### src/rtl/rmq_sqrt.sv
`timescale 1ns / 1ps
// ----------------------------------------------------------------------------
// rmq_sqrt
// pipelined digit-by-digit integer square root, two root bits per stage
// ----------------------------------------------------------------------------
module rmq_sqrt #(
  parameter int NST = 8
) (
  input  logic               clk_i,
  input  logic [NST-1:0]     en_i,
  input  logic [4*NST-1:0]   x_i,
  output logic [2*NST-1:0]   root_o
);
  localparam int X_W   = 4 * NST;
  localparam int R_W   = 2 * NST;
  localparam int REM_W = R_W + 2;

  logic [X_W-1:0]   x_q   [NST];
  logic [R_W-1:0]   r_q   [NST];
  logic [REM_W-1:0] m_q   [NST];
  logic [X_W-1:0]   x_d   [NST];
  logic [R_W-1:0]   r_d   [NST];
  logic [REM_W-1:0] m_d   [NST];
  logic [X_W-1:0]   x_in  [NST];
  logic [R_W-1:0]   r_in  [NST];
  logic [REM_W-1:0] m_in  [NST];

  for (genvar g = 0; g < NST; g++) begin : g_stage
    if (g == 0) begin : g_first
      assign x_in[g] = x_i;
      assign r_in[g] = '0;
      assign m_in[g] = '0;
    end else begin : g_next
      assign x_in[g] = x_q[g-1];
      assign r_in[g] = r_q[g-1];
      assign m_in[g] = m_q[g-1];
    end

    always_comb begin
      logic [X_W-1:0]   x;
      logic [R_W-1:0]   r;
      logic [REM_W-1:0] m;
      logic [REM_W+1:0] t;
      logic [REM_W+1:0] tr;
      x = x_in[g];
      r = r_in[g];
      m = m_in[g];
      for (int j = 0; j < 2; j++) begin
        t  = {m, x[X_W-1 -: 2]};
        tr = (REM_W+2)'({r, 2'b01});
        if (t >= tr) begin
          m = REM_W'(t - tr);
          r = {r[R_W-2:0], 1'b1};
        end else begin
          m = t[REM_W-1:0];
          r = {r[R_W-2:0], 1'b0};
        end
        x = {x[X_W-3:0], 2'b00};
      end
      x_d[g] = x;
      r_d[g] = r;
      m_d[g] = m;
    end

    always_ff @(posedge clk_i) begin
      if (en_i[g]) begin
        x_q[g] <= x_d[g];
        r_q[g] <= r_d[g];
        m_q[g] <= m_d[g];
      end
    end
  end

  assign root_o = r_q[NST-1];

endmodule

### config.mk
export PLATFORM = sky130hd
export DESIGN_NAME = rmq_sqrt
export DESIGN_NICKNAME = d
export VERILOG_FILES = /design/src/rtl/rmq_sqrt.sv
export SDC_FILE = /design/constraint.sdc
export NUM_CORES = 1
export LEC_CHECK = 0
export BUFFER_PORTS_ARGS = -buffer_cell sky130_fd_sc_hd__clkbuf_2
export CELL_PAD_IN_SITES_DETAIL_PLACEMENT = 1
export CELL_PAD_IN_SITES_GLOBAL_PLACEMENT = 1
export CORE_MARGIN = 1
export CORE_UTILIZATION = 40
export CTS_CLUSTER_DIAMETER = 100
export CTS_CLUSTER_SIZE = 20
export DETAILED_ROUTE_END_ITERATION = 12
export GPL_TIMING_DRIVEN = 0
export MAX_ROUTING_LAYER = met4
export PLACE_DENSITY_LB_ADDON = 0.1
export SYNTH_ARGS = -nofsm -noshare
export SYNTH_HDL_FRONTEND = slang
export SYNTH_SLANG_ARGS = --single-unit
### constraint.sdc
create_clock -name clk_i -period 7.67 [get_ports clk_i]
set_clock_uncertainty 0.2 [all_clocks]
set_input_delay 0.3835 -clock clk_i [delete_from_list [all_inputs] [get_ports clk_i]]
set_output_delay 0.3835 -clock clk_i [all_outputs]
set_load 0.05 [all_outputs]
==> results <==
- The cell area that synthesis handed to floorplanning was 18900 um2.
- The die extent in y is 219 um.
- Measured on the finished design, the core utilization comes to 0.447.
- The number of port buffers is 56.
- In this run the worst setup path begins at m_q[5][11].
- The root buffer selected by CTS is sky130_fd_sc_hd__clkbuf_16.
- The power after layout is 5.74 mW.
- The clock buffer count from CTS is 20.
- Walking the worst path, the cells encountered are ha_1 > a2111oi_1 > o221ai_1 > a211oi_2 > nand2_1 > clkbuf_1 > clkbuf_1 > nor2_1 > a21oi_1 > ha_1 > nand3_1 > a2111o_1 > a31o_2 > a31o_2 > a211o_1 > nor2b_1 > buf_1 > clkbuf_1 > nand2_1 > o21ai_0.
- After detailed routing, the number of vias per cell comes to 5.48.
- The slowest cell on the critical path is sky130_fd_sc_hd__a2111oi_1.
- Counting cells, the worst reg-to-reg path comes to 20.
- The critical path arrival is 7.31 ns.
- Summed over all cells, the static leakage comes to 8.29 nW.
- The count of distinct cell types in the synthesized netlist is 81.
- The critical-path maximum fanout is 10.
- The count of buffer and inverter cells on the critical path is 4.
- After legalization and detailed placement, the total HPWL measured 38.4 mm.
- The library cell used most frequently in the layout, excluding fill and tap cells, is sky130_fd_sc_hd__edfxtp_1.
- The library cells used most frequently in the layout, excluding fill and tap cells, are sky130_fd_sc_hd__edfxtp_1 (301), sky130_fd_sc_hd__nor2_1 (159), sky130_fd_sc_hd__a21oi_1 (149), sky130_fd_sc_hd__ha_1 (149), sky130_fd_sc_hd__inv_1 (134).
- The end of the worst register-to-register path is m_q[6][5].
- The number of max-cap violations is 0.
- Counting every instance in the synthesized netlist gives 1790.
- The share of the Yosys chip area taken by registers is 0.479.
- After detailed routing, the total wire length is 48.3 mm.
- Setup repair after global routing left no endpoint under its margin.
- The worst setup path is launched from a flop.
- The dominant synthesized flop cell is sky130_fd_sc_hd__edfxtp_1.
- The critical path's largest stage delay is 0.89 ns.
- The first global-routing pass estimated 76.6 mm of wire.
- The starting density of the core is 0.405.
- STA puts the critical path data required time at 7.74 ns.
- The floorplan row count is 79.
- In this run the deepest clock path goes through 3 buffers.
- The total number of yosys warnings is 0.
- The total number of vias is 13754.
- Following the worst setup path forward leads to its endpoint at m_q[6][5].
- The area inside the core boundary is 46600 um2.
- Broken down by cell family, the worst path's largest delay share belongs to compound AO/OA/AOI/OAI gates.
- Dividing total power by cell area gives a power density of 276 nW/um2.
- The total global-route track usage is 0.209.
- The clock sink count is 301.
- The setup check on the worst reg-to-reg path leaves a slack of 0.42 ns.
- Summed over all layers, the global routing overflow is 0.
- Routability-driven placement finished with a final weighted congestion of 0.880.
- The worst-skew pair later-pin latency is 0.56 ns.
- The kind of path behind the tightest hold check is input port to flop.
- The final non-filler cell total is 2512.
- The number of H-tree levels is 1.
- The number of antenna diodes in the final layout is 0.
- Across the VDD grid, the largest voltage drop is 0.000220 V.
- The shortest clock period the worst path allows after layout is 7.25 ns.
- The summed negative setup slack over all endpoints is 0 ns.
- The hold violation total from the final report is 0.
- The routed wire length per instance is 19.2 um.
- The final setup violation count is 0.
- For this run, the post-layout net count is 2091.
- In this run, synthesis inferred 301 flip-flops with an integrated enable.
- The synthesized area divided by synthesized cell count is 10.5 um2.
- The logic depth of the worst setup path including buffers is 20.
- The number of max-slew violations in the final report came to 0.
- The initial antenna violation count is 1.
- The number of global-route vias before repair came to 14270.
- The share of the clock period used by the worst path after layout is 0.945.
- Of the cells placed in the final design, the portion with a size suffix greater than 1 is 0.0740.
- In this run, synthesis produced a sequential element count of 301.
- The flow ran to the end, and the final reports show no timing, DRC or antenna violations.
- Clock-pin slew was measured on the worst setup and hold paths at 0.08 ns.
- 57 I/O pins were placed.
- For the pin with the worst max-slew slack, the measured transition is 1.29 ns.
- The die footprint is 48000 um2.
- The number of design rule violations left after detail routing is 0.
- For this run, asynchronously set or reset flops after synthesis account for 0.
- The CTS tree is yes.
- The detail route stage leaves a number of antenna-violating nets equal to 0.
- The cell with the most instances on the worst path is sky130_fd_sc_hd__clkbuf_1.
- The worst setup path is of the flop to flop kind.
- The reg-to-reg startpoint is m_q[5][11].
- The area added between synthesis and finish is 10.5%.
- Entering global routing, the biggest net connects 47 pins.
- Timing would allow up to 138 MHz.
- The number of placed instances, taps included is 2454.
- The count of routing violations after the opening detailed-route iteration is 722.
- Measured against its own limit, the worst slew margin works out to 0.138.
- The detailed-router iteration count before antenna repair is 5.
- The die width is 219 um.
- The endpoint type of the worst setup path is a flop.
- The post-CTS setup-driven buffer insertion count is 0.
## report_power, final
group	switching [mW]	internal, mW	total, mW
Clock	0.561	0.518	1.08
Combinational	1.32	0.974	2.30
Sequential	0.192	2.17	2.36
## worst min path at each step
stage,start,to,slack (ns),depth (start not counted)
2_1_floorplan,x_q[0][6],x_q[1][10],0.20,0
3_3_place_gp,x_q[0][7],x_q[1][11],0.20,0
3_5_place_dp,x_q[4][18],x_q[5][22],0.21,0
4_1_cts,x_i[28],m_q[0][0],0.03,2
5_1_grt,x_i[28],m_q[0][0],0.06,2
6_report,x_i[28],m_q[0][0],0.06,2
## per-stage QoR
stage          setup WS (ns)  instance area, um2  hold slack, ns
3_3_place_gp           0.275               19900           0.202
2_1_floorplan           2.24               18900           0.200
6_report               0.422               20800          0.0573
5_1_grt               0.0620               20800          0.0599
3_5_place_dp           0.210               19900           0.206
4_1_cts                0.181               20800          0.0261
## state kept, by name (all words and copies together), names as in the netlist
signal / cells
r_q: 72
m_q: 117
x_q: 112
## timing repair
item | in CTS | in global routing
resized for setup | 0 | 3
hold buffers | 32 | 0
hold endpoints to repair | 32 | 0
endpoints found under the setup margin | 0 | 10
## final cells by class
type | instances | area [um2]
clock inverter | 6 | 103
tap | 607 | 759
timing repair buffer | 88 | 601
clock buffer | 20 | 500
multi-input combinational | 1322 | 9190
fill | 5145 | 25700
buffer | 33 | 128
inverter | 135 | 507
sequential | 301 | 9040
## Yosys cell counts, types with 11 or more instances
master / n / area [um2]
sky130_fd_sc_hd__a211oi_1: 17 / 128
sky130_fd_sc_hd__a21o_1: 45 / 338
sky130_fd_sc_hd__a21oi_1: 149 / 746
sky130_fd_sc_hd__a31oi_1: 11 / 68.8
sky130_fd_sc_hd__and3_1: 12 / 75.1
sky130_fd_sc_hd__clkbuf_1: 26 / 97.6
sky130_fd_sc_hd__edfxtp_1: 301 / 9040
sky130_fd_sc_hd__ha_1: 149 / 1860
sky130_fd_sc_hd__inv_1: 134 / 503
sky130_fd_sc_hd__mux2_2: 22 / 248
sky130_fd_sc_hd__mux2i_1: 12 / 120
sky130_fd_sc_hd__nand2_1: 120 / 450
sky130_fd_sc_hd__nand2b_1: 19 / 119
sky130_fd_sc_hd__nand3_1: 42 / 210
sky130_fd_sc_hd__nand4_1: 21 / 131
sky130_fd_sc_hd__nor2_1: 159 / 597
sky130_fd_sc_hd__nor2b_1: 18 / 113
sky130_fd_sc_hd__nor3_1: 43 / 215
sky130_fd_sc_hd__nor4_1: 20 / 125
sky130_fd_sc_hd__o211ai_1: 11 / 82.6
sky130_fd_sc_hd__o21a_1: 17 / 128
sky130_fd_sc_hd__o21ai_0: 73 / 365
sky130_fd_sc_hd__o21bai_1: 15 / 113
sky130_fd_sc_hd__or2_2: 16 / 100
sky130_fd_sc_hd__or3_1: 13 / 81.3
sky130_fd_sc_hd__xnor2_1: 103 / 902
sky130_fd_sc_hd__xor2_1: 65 / 569
## cells by family (layout without fill, tap and decap cells)
kind of cell	after synthesis	in the layout	share of synthesized area
adder cells (fa/ha/maj)	149	149	0.0989
AND/OR/NAND/NOR	541	541	0.143
other	1	2	0.000199
buffers and inverters	168	282	0.0336
flip-flops	301	301	0.479
AO/OA/AOI/OAI	426	426	0.145
XOR/XNOR	168	168	0.0780
multiplexers	36	36	0.0215
## routing by layer
layer  wire, um  global-route usage  up-vias
li1           -                   -     6814
met1      23500               0.278     6753
met2      22900               0.349      138
met3       1050              0.0198       49
met4        832              0.0407        0
met5          0                   -        -
(Power assumes the default switching activity.)
